File: config.mk
export PLATFORM = sky130hd
export DESIGN_NAME = array_priority_queue
export DESIGN_NICKNAME = d
export VERILOG_FILES = /design/src/rtl/core/apq_pkg.sv /design/src/rtl/core/array_priority_queue.sv /design/src/rtl/core/apq_ram.sv /design/src/rtl/core/apq_datapath.sv /design/src/rtl/core/apq_ctrl.sv
export SDC_FILE = /design/constraint.sdc
export NUM_CORES = 2
export LEC_CHECK = 0
export BUFFER_PORTS_ARGS = -buffer_cell sky130_fd_sc_hd__clkbuf_2
export CAP_MARGIN = 5
export CELL_PAD_IN_SITES_DETAIL_PLACEMENT = 1
export CELL_PAD_IN_SITES_GLOBAL_PLACEMENT = 2
export CORE_MARGIN = 4
export CORE_UTILIZATION = 51
export CTS_CLUSTER_SIZE = 28
export DETAILED_ROUTE_END_ITERATION = 8
export GPL_TIMING_DRIVEN = 0
export PLACE_DENSITY = 0.81
export SYNTH_ARGS = -nofsm -noshare
export SYNTH_HDL_FRONTEND = slang
export SYNTH_HIERARCHICAL = 1
export SYNTH_SLANG_ARGS = --single-unit
File: constraint.sdc
create_clock -name clk_i -period 10.4 [get_ports clk_i]
set_clock_uncertainty 0.15 [all_clocks]
set_input_delay 3.12 -clock clk_i [delete_from_list [all_inputs] [get_ports clk_i]]
set_output_delay 3.12 -clock clk_i [all_outputs]
set_load 0.1 [all_outputs]
File: src/rtl/core/apq_pkg.sv
package apq_pkg;

  // Default number of entries the queue holds
  localparam int unsigned CAPACITY_DEF = 64;

  typedef enum logic [2:0] {
    OP_INSERT   = 3'd0,
    OP_EXTRACT  = 3'd1,
    OP_PEEK     = 3'd2,
    OP_MODIFY   = 3'd3,
    OP_INCREASE = 3'd4,
    OP_DECREASE = 3'd5
  } apq_op_e;

  typedef enum logic [1:0] {
    ST_OK        = 2'd0,
    ST_EMPTY     = 2'd1,
    ST_FULL      = 2'd2,
    ST_NOT_FOUND = 2'd3
  } apq_status_e;

  // Input transaction
  typedef struct packed {
    logic [2:0]         op;
    logic signed [31:0] item_value;
    logic signed [31:0] item_priority;
  } apq_in_t;

  // Output transaction
  typedef struct packed {
    logic signed [31:0] result_value;
    apq_status_e        status;
    logic [6:0]         entry_count;
  } apq_out_t;

  // One stored queue entry
  typedef struct packed {
    logic signed [31:0] value;
    logic signed [31:0] prio;
  } apq_entry_t;

  // Controller to datapath commands
  typedef struct packed {
    logic        latch_req;
    logic        insert_write;
    logic        scan_start;
    logic        scan_step;
    logic        key_write;
    logic        comp_start;
    logic        comp_step;
    logic        count_dec;
    logic        set_status;
    apq_status_e status_code;
    logic        load_out;
  } apq_cmd_t;

  // Datapath to controller status
  typedef struct packed {
    logic [2:0] op;
    logic       empty;
    logic       full;
    logic       scan_last;
    logic       match;
    logic       best_is_last;
    logic       comp_last;
  } apq_stat_t;

endpackage

File: src/rtl/core/array_priority_queue.sv
// Insert, unused codes and empty or full cases finish without a scan; peek scans
// all held entries, a key change scans up to the first match, and extract scans
// all entries, then moves the ones after the removed entry down. One transaction is
// in flight at a time; no input is taken until the response is loaded for output.
// Scan and compaction move one entry per cycle via the single read and write port.
// Reset clears the entry count, controller and output valid; memory is not cleared.
module array_priority_queue import apq_pkg::*; #(
  parameter int unsigned CAPACITY = CAPACITY_DEF
) (
  input  logic     clk_i,
  input  logic     rst_ni,
  input  logic     in_valid_i,
  output logic     in_ready_o,
  input  apq_in_t  in_data_i,
  output logic     out_valid_o,
  input  logic     out_ready_i,
  output apq_out_t out_data_o
);

  apq_cmd_t  cmd;
  apq_stat_t stat;

  apq_ctrl u_ctrl (
    .clk_i      (clk_i),
    .rst_ni     (rst_ni),
    .in_valid_i (in_valid_i),
    .in_ready_o (in_ready_o),
    .out_valid_o(out_valid_o),
    .out_ready_i(out_ready_i),
    .stat_i     (stat),
    .cmd_o      (cmd)
  );

  apq_datapath #(
    .CAPACITY(CAPACITY)
  ) u_datapath (
    .clk_i     (clk_i),
    .rst_ni    (rst_ni),
    .in_data_i (in_data_i),
    .cmd_i     (cmd),
    .stat_o    (stat),
    .out_data_o(out_data_o)
  );

endmodule

File: src/rtl/core/apq_ram.sv
module apq_ram #(
  parameter int unsigned WIDTH = 64,
  parameter int unsigned DEPTH = 64,
  localparam int unsigned AW = $clog2(DEPTH)
) (
  input  logic             clk_i,
  input  logic             we_i,
  input  logic [AW-1:0]    waddr_i,
  input  logic [WIDTH-1:0] wdata_i,
  input  logic [AW-1:0]    raddr_i,
  output logic [WIDTH-1:0] rdata_o
);

  logic [WIDTH-1:0] mem_q [DEPTH];
  logic [WIDTH-1:0] rdata_q;

  // Write one word, read one word with registered data
  always_ff @(posedge clk_i) begin
    if (we_i) begin
      mem_q[waddr_i] <= wdata_i;
    end
    rdata_q <= mem_q[raddr_i];
  end

  assign rdata_o = rdata_q;

endmodule

File: src/rtl/core/apq_datapath.sv
module apq_datapath import apq_pkg::*; #(
  parameter int unsigned CAPACITY = CAPACITY_DEF
) (
  input  logic      clk_i,
  input  logic      rst_ni,
  input  apq_in_t   in_data_i,
  input  apq_cmd_t  cmd_i,
  output apq_stat_t stat_o,
  output apq_out_t  out_data_o
);

  localparam int unsigned AW = $clog2(CAPACITY);
  localparam int unsigned CW = $clog2(CAPACITY + 1);

  apq_in_t            req_q;
  logic [CW-1:0]      count_q, count_d;
  logic [CW-1:0]      ia_q;
  logic [AW-1:0]      di_q;
  logic [AW-1:0]      wp_q;
  logic [AW-1:0]      best_pos_q;
  logic signed [31:0] best_pri_q;
  logic signed [31:0] best_val_q;
  logic signed [31:0] res_q;
  apq_status_e        status_q;
  apq_out_t           out_q;

  logic               ram_we;
  logic [AW-1:0]      ram_waddr;
  apq_entry_t         ram_wdata;
  logic [AW-1:0]      ram_raddr;
  apq_entry_t         rd;
  logic               take;
  logic               is_max;
  logic signed [31:0] new_pri;
  logic [CW+6:0]      cnt_wide;

  apq_ram #(
    .WIDTH($bits(apq_entry_t)),
    .DEPTH(CAPACITY)
  ) u_ram (
    .clk_i  (clk_i),
    .we_i   (ram_we),
    .waddr_i(ram_waddr),
    .wdata_i(ram_wdata),
    .raddr_i(ram_raddr),
    .rdata_o(rd)
  );

  // Decode scan comparisons on the entry read back this cycle
  assign is_max = (req_q.op == OP_EXTRACT) || (req_q.op == OP_PEEK);
  assign take   = (di_q == '0) || ($signed(rd.prio) > best_pri_q);

  // New priority for a key change
  always_comb begin
    priority if (req_q.op == OP_INCREASE) begin
      new_pri = ($signed(req_q.item_priority) > $signed(rd.prio)) ? req_q.item_priority
                                                                    : rd.prio;
    end else if (req_q.op == OP_DECREASE) begin
      new_pri = ($signed(req_q.item_priority) < $signed(rd.prio)) ? req_q.item_priority
                                                                    : rd.prio;
    end else begin
      new_pri = req_q.item_priority;
    end
  end

  // Select the memory read address
  always_comb begin
    priority if (cmd_i.scan_start) begin
      ram_raddr = '0;
    end else if (cmd_i.comp_start) begin
      ram_raddr = AW'(best_pos_q + AW'(1));
    end else if (cmd_i.comp_step) begin
      ram_raddr = AW'(wp_q + AW'(2));
    end else begin
      ram_raddr = ia_q[AW-1:0];
    end
  end

  // Select the memory write port
  always_comb begin
    ram_we    = 1'b0;
    ram_waddr = count_q[AW-1:0];
    ram_wdata = '{value: req_q.item_value, prio: req_q.item_priority};
    priority if (cmd_i.insert_write) begin
      ram_we = 1'b1;
    end else if (cmd_i.key_write) begin
      ram_we    = 1'b1;
      ram_waddr = di_q;
      ram_wdata = '{value: rd.value, prio: new_pri};
    end else if (cmd_i.comp_step) begin
      ram_we    = 1'b1;
      ram_waddr = wp_q;
      ram_wdata = rd;
    end
  end

  // Track the number of held entries
  always_comb begin
    count_d = count_q;
    if (cmd_i.insert_write) begin
      count_d = CW'(count_q + CW'(1));
    end else if (cmd_i.count_dec) begin
      count_d = CW'(count_q - CW'(1));
    end
  end

  always_ff @(posedge clk_i or negedge rst_ni) begin
    if (!rst_ni) begin
      count_q <= '0;
    end else begin
      count_q <= count_d;
    end
  end

  // Hold the request, scan pointers, running maximum and result
  always_ff @(posedge clk_i) begin
    if (cmd_i.latch_req) begin
      req_q    <= in_data_i;
      res_q    <= '0;
      status_q <= ST_OK;
    end
    if (cmd_i.set_status) begin
      status_q <= cmd_i.status_code;
    end
    if (cmd_i.scan_start) begin
      ia_q <= CW'(1);
      di_q <= '0;
    end
    if (cmd_i.scan_step) begin
      ia_q <= CW'(ia_q + CW'(1));
      di_q <= AW'(di_q + AW'(1));
      if (is_max && take) begin
        best_pri_q <= rd.prio;
        best_val_q <= rd.value;
        best_pos_q <= di_q;
      end
      if (is_max && stat_o.scan_last) begin
        res_q <= take ? rd.value : best_val_q;
      end
    end
    if (cmd_i.comp_start) begin
      wp_q <= best_pos_q;
    end
    if (cmd_i.comp_step) begin
      wp_q <= AW'(wp_q + AW'(1));
    end
    if (cmd_i.load_out) begin
      out_q <= '{result_value: res_q, status: status_q, entry_count: cnt_wide[6:0]};
    end
  end

  assign cnt_wide = {7'b0, count_q};

  // Report status to the controller
  assign stat_o.op           = req_q.op;
  assign stat_o.empty        = (count_q == '0);
  assign stat_o.full         = (count_q >= CW'(CAPACITY));
  assign stat_o.scan_last    = (CW'(di_q) == CW'(count_q - CW'(1)));
  assign stat_o.match        = (rd.value == req_q.item_value);
  assign stat_o.best_is_last = (CW'(best_pos_q) == CW'(count_q - CW'(1)));
  assign stat_o.comp_last    = (CW'(wp_q) == CW'(count_q - CW'(2)));

  assign out_data_o = out_q;

endmodule

File: src/rtl/core/apq_ctrl.sv
module apq_ctrl import apq_pkg::*; (
  input  logic      clk_i,
  input  logic      rst_ni,
  input  logic      in_valid_i,
  output logic      in_ready_o,
  output logic      out_valid_o,
  input  logic      out_ready_i,
  input  apq_stat_t stat_i,
  output apq_cmd_t  cmd_o
);

  typedef enum logic [2:0] {
    S_IDLE,
    S_EXEC,
    S_SCAN,
    S_CPREP,
    S_COMPACT,
    S_FINISH
  } state_e;

  state_e state_q, state_d;
  logic   out_valid_q, out_valid_d;
  logic   is_key;

  assign is_key = (stat_i.op == OP_MODIFY) || (stat_i.op == OP_INCREASE) ||
                  (stat_i.op == OP_DECREASE);

  // Sequence one transaction through the datapath
  always_comb begin
    state_d    = state_q;
    cmd_o      = '0;
    in_ready_o = 1'b0;
    unique case (state_q)
      S_IDLE: begin
        in_ready_o = 1'b1;
        if (in_valid_i) begin
          cmd_o.latch_req = 1'b1;
          state_d         = S_EXEC;
        end
      end
      S_EXEC: begin
        state_d = S_FINISH;
        unique case (stat_i.op)
          OP_INSERT: begin
            if (stat_i.full) begin
              cmd_o.set_status  = 1'b1;
              cmd_o.status_code = ST_FULL;
            end else begin
              cmd_o.insert_write = 1'b1;
            end
          end
          OP_EXTRACT, OP_PEEK: begin
            if (stat_i.empty) begin
              cmd_o.set_status  = 1'b1;
              cmd_o.status_code = ST_EMPTY;
            end else begin
              cmd_o.scan_start = 1'b1;
              state_d          = S_SCAN;
            end
          end
          OP_MODIFY, OP_INCREASE, OP_DECREASE: begin
            if (stat_i.empty) begin
              cmd_o.set_status  = 1'b1;
              cmd_o.status_code = ST_NOT_FOUND;
            end else begin
              cmd_o.scan_start = 1'b1;
              state_d          = S_SCAN;
            end
          end
          default: begin
          end
        endcase
      end
      S_SCAN: begin
        cmd_o.scan_step = 1'b1;
        if (is_key) begin
          if (stat_i.match) begin
            cmd_o.key_write = 1'b1;
            state_d         = S_FINISH;
          end else if (stat_i.scan_last) begin
            cmd_o.set_status  = 1'b1;
            cmd_o.status_code = ST_NOT_FOUND;
            state_d           = S_FINISH;
          end
        end else if (stat_i.scan_last) begin
          state_d = (stat_i.op == OP_EXTRACT) ? S_CPREP : S_FINISH;
        end
      end
      S_CPREP: begin
        if (stat_i.best_is_last) begin
          cmd_o.count_dec = 1'b1;
          state_d         = S_FINISH;
        end else begin
          cmd_o.comp_start = 1'b1;
          state_d          = S_COMPACT;
        end
      end
      S_COMPACT: begin
        cmd_o.comp_step = 1'b1;
        if (stat_i.comp_last) begin
          cmd_o.count_dec = 1'b1;
          state_d         = S_FINISH;
        end
      end
      S_FINISH: begin
        if (!out_valid_q || out_ready_i) begin
          cmd_o.load_out = 1'b1;
          state_d        = S_IDLE;
        end
      end
      default: begin
        state_d = S_IDLE;
      end
    endcase
  end

  // Set valid on load, drop it once the transaction is taken
  always_comb begin
    out_valid_d = out_valid_q;
    if (cmd_o.load_out) begin
      out_valid_d = 1'b1;
    end else if (out_ready_i) begin
      out_valid_d = 1'b0;
    end
  end

  always_ff @(posedge clk_i or negedge rst_ni) begin
    if (!rst_ni) begin
      state_q     <= S_IDLE;
      out_valid_q <= 1'b0;
    end else begin
      state_q     <= state_d;
      out_valid_q <= out_valid_d;
    end
  end

  assign out_valid_o = out_valid_q;

endmodule

Word-level counts from Yosys, hierarchy flattened
Memory sizes are Yosys's and may differ from the RTL's. A register that Yosys moved wholly into a read port is not among the register bits.
Cells that the tools add are included.
{"block": "classes", "addsub": 8, "n_lt_le_gt_ge": 4, "eq_ne": 19, "muxes": 73, "n_reduce_logical": 22}
{"operator": "2-to-1 mux 32 bit", "n": 8}
{"operator": "2-to-1 mux 64 bit", "n": 3}
{"operator": "> comparator 32 bit", "n": 2}
{"operator": "2-to-1 mux 6 bit", "n": 10}
{"operator": "2-to-1 mux 3 bit", "n": 16}
{"operator": "== test 32 bit", "n": 1}
{"operator": "less-than comparator 32 bit", "n": 1}
{"operator": "2-to-1 mux 7 bit", "n": 4}
{"operator": "2-to-1 mux 1 bit", "n": 24}
{"operator": "== test 6 x 7 -> 1 bit", "n": 3}
{"operator": "adder 6 x 1 -> 6 bit (second input constant)", "n": 3}
{"operator": "one-hot mux 3 bit (6 select lines)", "n": 1}
{"operator": "adder 7 x 1 -> 7 bit (second input constant)", "n": 2}
{"operator": "== test 3 x 2 -> 1 bit (second input constant)", "n": 4}
{"operator": "== test 3 bit (second input constant)", "n": 4}
{"operator": "nonzero test 2 bit", "n": 5}
{"operator": "one-hot mux 3 bit (3 select lines)", "n": 1}
{"operator": "2-to-1 mux 2 bit", "n": 4}
{"operator": "greater-or-equal comparator 7 bit (second input constant)", "n": 1}
{"operator": "logical NOT 7 bit", "n": 1}
{"operator": "subtractor 7 x 1 -> 7 bit (second input constant)", "n": 1}
{"operator": "subtractor 7 x 2 -> 7 bit (second input constant)", "n": 1}
{"operator": "adder 6 x 2 -> 6 bit (second input constant)", "n": 1}
{"operator": "== test 3 x 1 -> 1 bit (second input constant)", "n": 2}
{"operator": "other kinds (16)", "n": 23}
{"block": "word_totals", "register_bits": 242, "ram_bits": 4096, "in_bits": 71, "elab_cells": 144, "n_memories": 1}
{"memory": "u_datapath.u_ram.mem_q", "depth": 64, "width": 64, "rd": 1, "rd_clocked_by_memory_dff": 1, "wr": 1, "line": "apq_ram.sv:14", "text": "logic [WIDTH-1:0] mem_q [DEPTH];"}

Longest topological paths before layout
{"block": "depth", "ltp_word": 9, "depth_mapped": 23}

Cells and area by module
The synthesis kept the hierarchy.
{"mod": "apq_ram", "instances": 1, "cells_each": 6598, "area_per_inst_um2": 156348.7, "seq_area_each_um2": 124279.2}
{"mod": "apq_datapath", "instances": 1, "cells_each": 1120, "area_per_inst_um2": 13063.8, "seq_area_each_um2": 6761.5}
{"mod": "apq_ctrl", "instances": 1, "cells_each": 60, "area_per_inst_um2": 494.2, "seq_area_each_um2": 100.1}

Worst setup path before layout
OpenSTA, ideal clock, no wires.
{"block": "synth_timing", "path_kind": "register to register", "from": "register u_datapath/req_q[40] (netlist bit)", "to": "memory u_datapath.u_ram.mem_q[49][0], enable pin", "t_arrival_ns": 7.026, "required_time_ns": 9.686, "setup_slack_ns": 2.660, "path_stages_with_launch": 14, "cell_sequence": "edfxtp_1 > xor2_1 > nor4_1 > nand4_1 > nor2_1 > and2_1 > clkbuf_1 > clkbuf_1 > clkbuf_1 > o21ai_0 > clkbuf_1 > nor2b_1 > nand4_1 > nor3_1"}
{"item": "start: declaration", "line": "apq_datapath.sv:15", "text": "apq_in_t req_q;"}
{"item": "start signal: assignment", "line": "apq_datapath.sv:118", "text": "req_q <= in_data_i;"}
{"item": "end: declaration", "line": "apq_ram.sv:14"}

==> run_results.csv <==
group,metric,value,unit
status,status,"finished, violations left",
status,failed_checks,"max-capacitance violations, max-slew violations",
grt,grt_pass1_wl,747000,um
clocking,post_cts_buffers,0,
routing,firstDrtPassIters,8,
grt,grt_use_total,31.4,%
logic_synthesis,yosysSeqAreaShare,77.2,%
logic_synthesis,yosys.area.top_type,"edfxtp_1",
critical_path,crit_fanout,10,
min_path,min_from,"u_datapath/status_q[1]",
floorplanning,ioPinCount,114,
logic_synthesis,postSynthAreaPerCell,21.8,um2
sta,timing.hold.ws,280,ps
layout,fin_area,0.197,mm2
sta,max_freq,0.112,GHz
routing,wl_met1,191000,um
clocking,cts_buffers,436,
routing,drc_errors,0,
logic_synthesis,synth_area_leaders,"edfxtp_1, mux4_2, dfxtp_1",
routing,vias,91464,
critical_path,r2r-end,"u_datapath/u_ram/rdata_o[51]",
critical_path,cp.required,11000,ps
min_path,hold_end,"u_datapath/out_data_o[8]",
logic_synthesis,synth_seq_cells,4401,
clocking,cts_max_level,5,
sta,tightest_slew,1570,ps
sta,min_period_over_period,85.8,%
clocking,cts.sinks,4401,
sta,slew_headroom,-5.09,%
floorplanning,initial_utilization,51.3,%
placed_design,io_buffers,113,
floorplanning,std_cell_rows,211,
logic_synthesis,synth_edf_count,4294,
routing,drt_iter0_drc,14627,
critical_path,worstReg2RegStart,"u_ctrl/state_q[2]",
logic_synthesis,ys_warn_count,6,
sta,rsz0062_at_grt,"false",
min_path,hold_path_class,"register to register",
critical_path,cp-start-kind,"register",
floorplanning,core_area,0.331,mm2
clocking,tritoncts,"yes",
logic_synthesis,synthCells,7778,
floorplanning,die-area,0.342,mm2
routing,drt-wirelength-per-cell,40.2,um
routing,ant_nets,0,
critical_path,reg2regPathDepth,14,
sta,hold_viol,0,
placed_design,place_congestion,0.931,
min_path,hold_path_depth,0,
sta,finalSetupViolations,0,
logic_synthesis,synthTopCellsByCount,"edfxtp_1, mux4_2, a22oi_1",
routing,dr_wl_met2,246000,um
routing,viasPerCell,6.84,
logic_synthesis,yosysTopAreaCellShare,75.9,%
logic_synthesis,synth_nets,7925,
clocking,clk_pin_slew,60,ps
run,maxCapViolCount,5,
logic_synthesis,async_flop_share,0.250,%
grt,grt_antenna_before_repair,67,
clocking,cts-resized-gates,0,
sta,slew_viol_final,6,
logic_synthesis,synth_area,0.170,mm2
layout,final_nets,8745,
logic_synthesis,yosysMostFrequentCell,"edfxtp_1",
floorplanning,die_x,585,um
grt,grt_pass1_vias,93155,
logic_synthesis,synth-main-ff-cell,"edfxtp_1",
logic_synthesis,yosysUniqueCellTypes,78,
power_and_ir_drop,leakagePower,0.0621,uW
sta,finalCriticalPeriod,8920,ps
critical_path,crit_arrival,9520,ps
critical_path,critical_path_class,"register to register",
power_and_ir_drop,power,68200,uW
floorplanning,dieHeight,585,um
routing,topRoutingLayerUsed,"met5",
critical_path,end_kind,"register",
grt,grt_overflow,0,
power_and_ir_drop,irDropWorstVdd,0.225,mV
grt,grt_max_degree,74,
critical_path,r2r_setup_slack,1480,ps
clocking,cts-root-buf,"clkbuf_16",
power_and_ir_drop,power_density,347,mW/mm2
routing,dr_wl_met3,73400,um
placed_design,dp_hpwl,359000,um
clocking,clk_latency,1020,ps
placed_design,place_area,0.182,mm2
clocking,clk_path_buf_depth,4,
layout,area_growth,15.7,%
layout,drive_gt1_share,27.5,%
clocking,ctsHoldBuffers,0,
routing,routed_wirelength,538000,um
sequential cells by signal, summed over array words and instances (netlist names):
| signal | count |
|---|---|
| u_datapath/status_q | 2 |
| u_datapath/out_data_o | 41 |
| u_ctrl/state_q | 3 |
| u_datapath/u_ram/mem_q | 4096 |
| u_datapath/ia_q | 6 |
| u_datapath/best_val_q | 32 |
| u_datapath/best_pri_q | 32 |
| u_datapath/wp_q | 6 |
| u_ctrl/out_valid_o | 1 |
| u_datapath/best_pos_q | 6 |
| u_datapath/res_q | 32 |
| u_datapath/stat_o | 3 |
| u_datapath/req_q | 64 |
| u_datapath/di_q | 6 |
| u_datapath/u_ram/rdata_o | 64 |
| u_datapath/count_q | 7 |
area by class of cell:
class / instances / area (um2)
flip-flops and latches: 4401 / 131000
inverters: 96 / 360
plain buffers: 447 / 2210
diodes: 34 / 85.1
well taps: 4366 / 5460
repair buffers: 382 / 5840
multi-input cells: 2834 / 37100
clock inverters: 267 / 2730
fillers: 27379 / 135000
clock buffers: 536 / 11500
how the worst max path moves through the flow:
stage | from | to | slack (ps) | cells after the start
2_1_floorplan | u_datapath/req_q[40] | u_datapath/u_ram/mem_q[49][0] | 2660 | 13
3_3_place_gp | u_datapath/req_q[63] | u_datapath/u_ram/mem_q[49][25] | -5980 | 13
3_5_place_dp | u_datapath/count_q[1] | u_datapath/u_ram/rdata_o[18] | 1840 | 21
4_1_cts | u_ctrl/state_q[2] | u_datapath/u_ram/rdata_o[51] | 1730 | 14
5_1_grt | u_datapath/count_q[1] | u_datapath/u_ram/rdata_o[18] | 1350 | 21
6_report | u_ctrl/state_q[2] | u_datapath/u_ram/rdata_o[51] | 1480 | 14
layout by cell type, fill, tap and decap left out, types with 66 or more instances in the layout:
cell	count
edfxtp_1	4294
mux4_2	1024
clkbuf_16	445
clkbuf_1	269
a22oi_1	206
buf_12	205
buf_2	174
nand2_1	152
mux2i_1	135
clkbuf_2	118
nor2_1	113
dfxtp_1	96
inv_1	95
clkinv_1	92
a22o_1	89
o22ai_1	86
clkinv_2	83
ha_1	76
a211oi_1	72
and3_1	68
a21oi_1	66
nand3_1	66
worst max-delay path, cell delays in order, from the launching register on:
cell,delay (ps)
dfrtp_1,310
buf_2,200
nor3b_1,1030
clkinv_1,690
clkbuf_1,530
nor2_1,240
a211oi_1,70
a211oi_1,940
buf_2,490
buf_2,360
nand2_1,750
clkbuf_1,610
o22ai_1,450
a41oi_1,360
a211oi_1,1450
where the power goes:
group          internal, uW  total [uW]  switching [uW]
combinational          9640       29700           20100
clock                  9000       15900            6870
sequential            22100       22600             502
total                 40800       68200           27500
per-stage QoR:
step           TNS [ps]  worst slack (ps)  util (%)  cells
4_1_cts               0              1730      59.2  13314
3_3_place_gp   -6205010             -5980      53.1  12257
6_report              0              1480      59.4  13363
2_1_floorplan         0              2660         -   7778
3_5_place_dp          0              1840      54.9  12511
5_1_grt               0              1350      59.3  13336
per-layer routing:
metal,track usage (%),up-vias
met4,13.2,40
met5,0,-
met1,42.6,48610
met2,47.4,6960
li1,-,34636
met3,10.1,1218
kinds of logic after synthesis:
kind of cell,Yosys count,synth area share (%)
adder cells (fa/ha/maj),76,0.560
flip-flops,4401,77.2
AO/OA/AOI/OAI,783,3.59
XOR/XNOR,78,0.429
multiplexers,1197,14.6
AND/OR/NAND/NOR,700,2.11
buffers and inverters,543,1.51
Note: power is estimated with default switching activity, not from simulation.
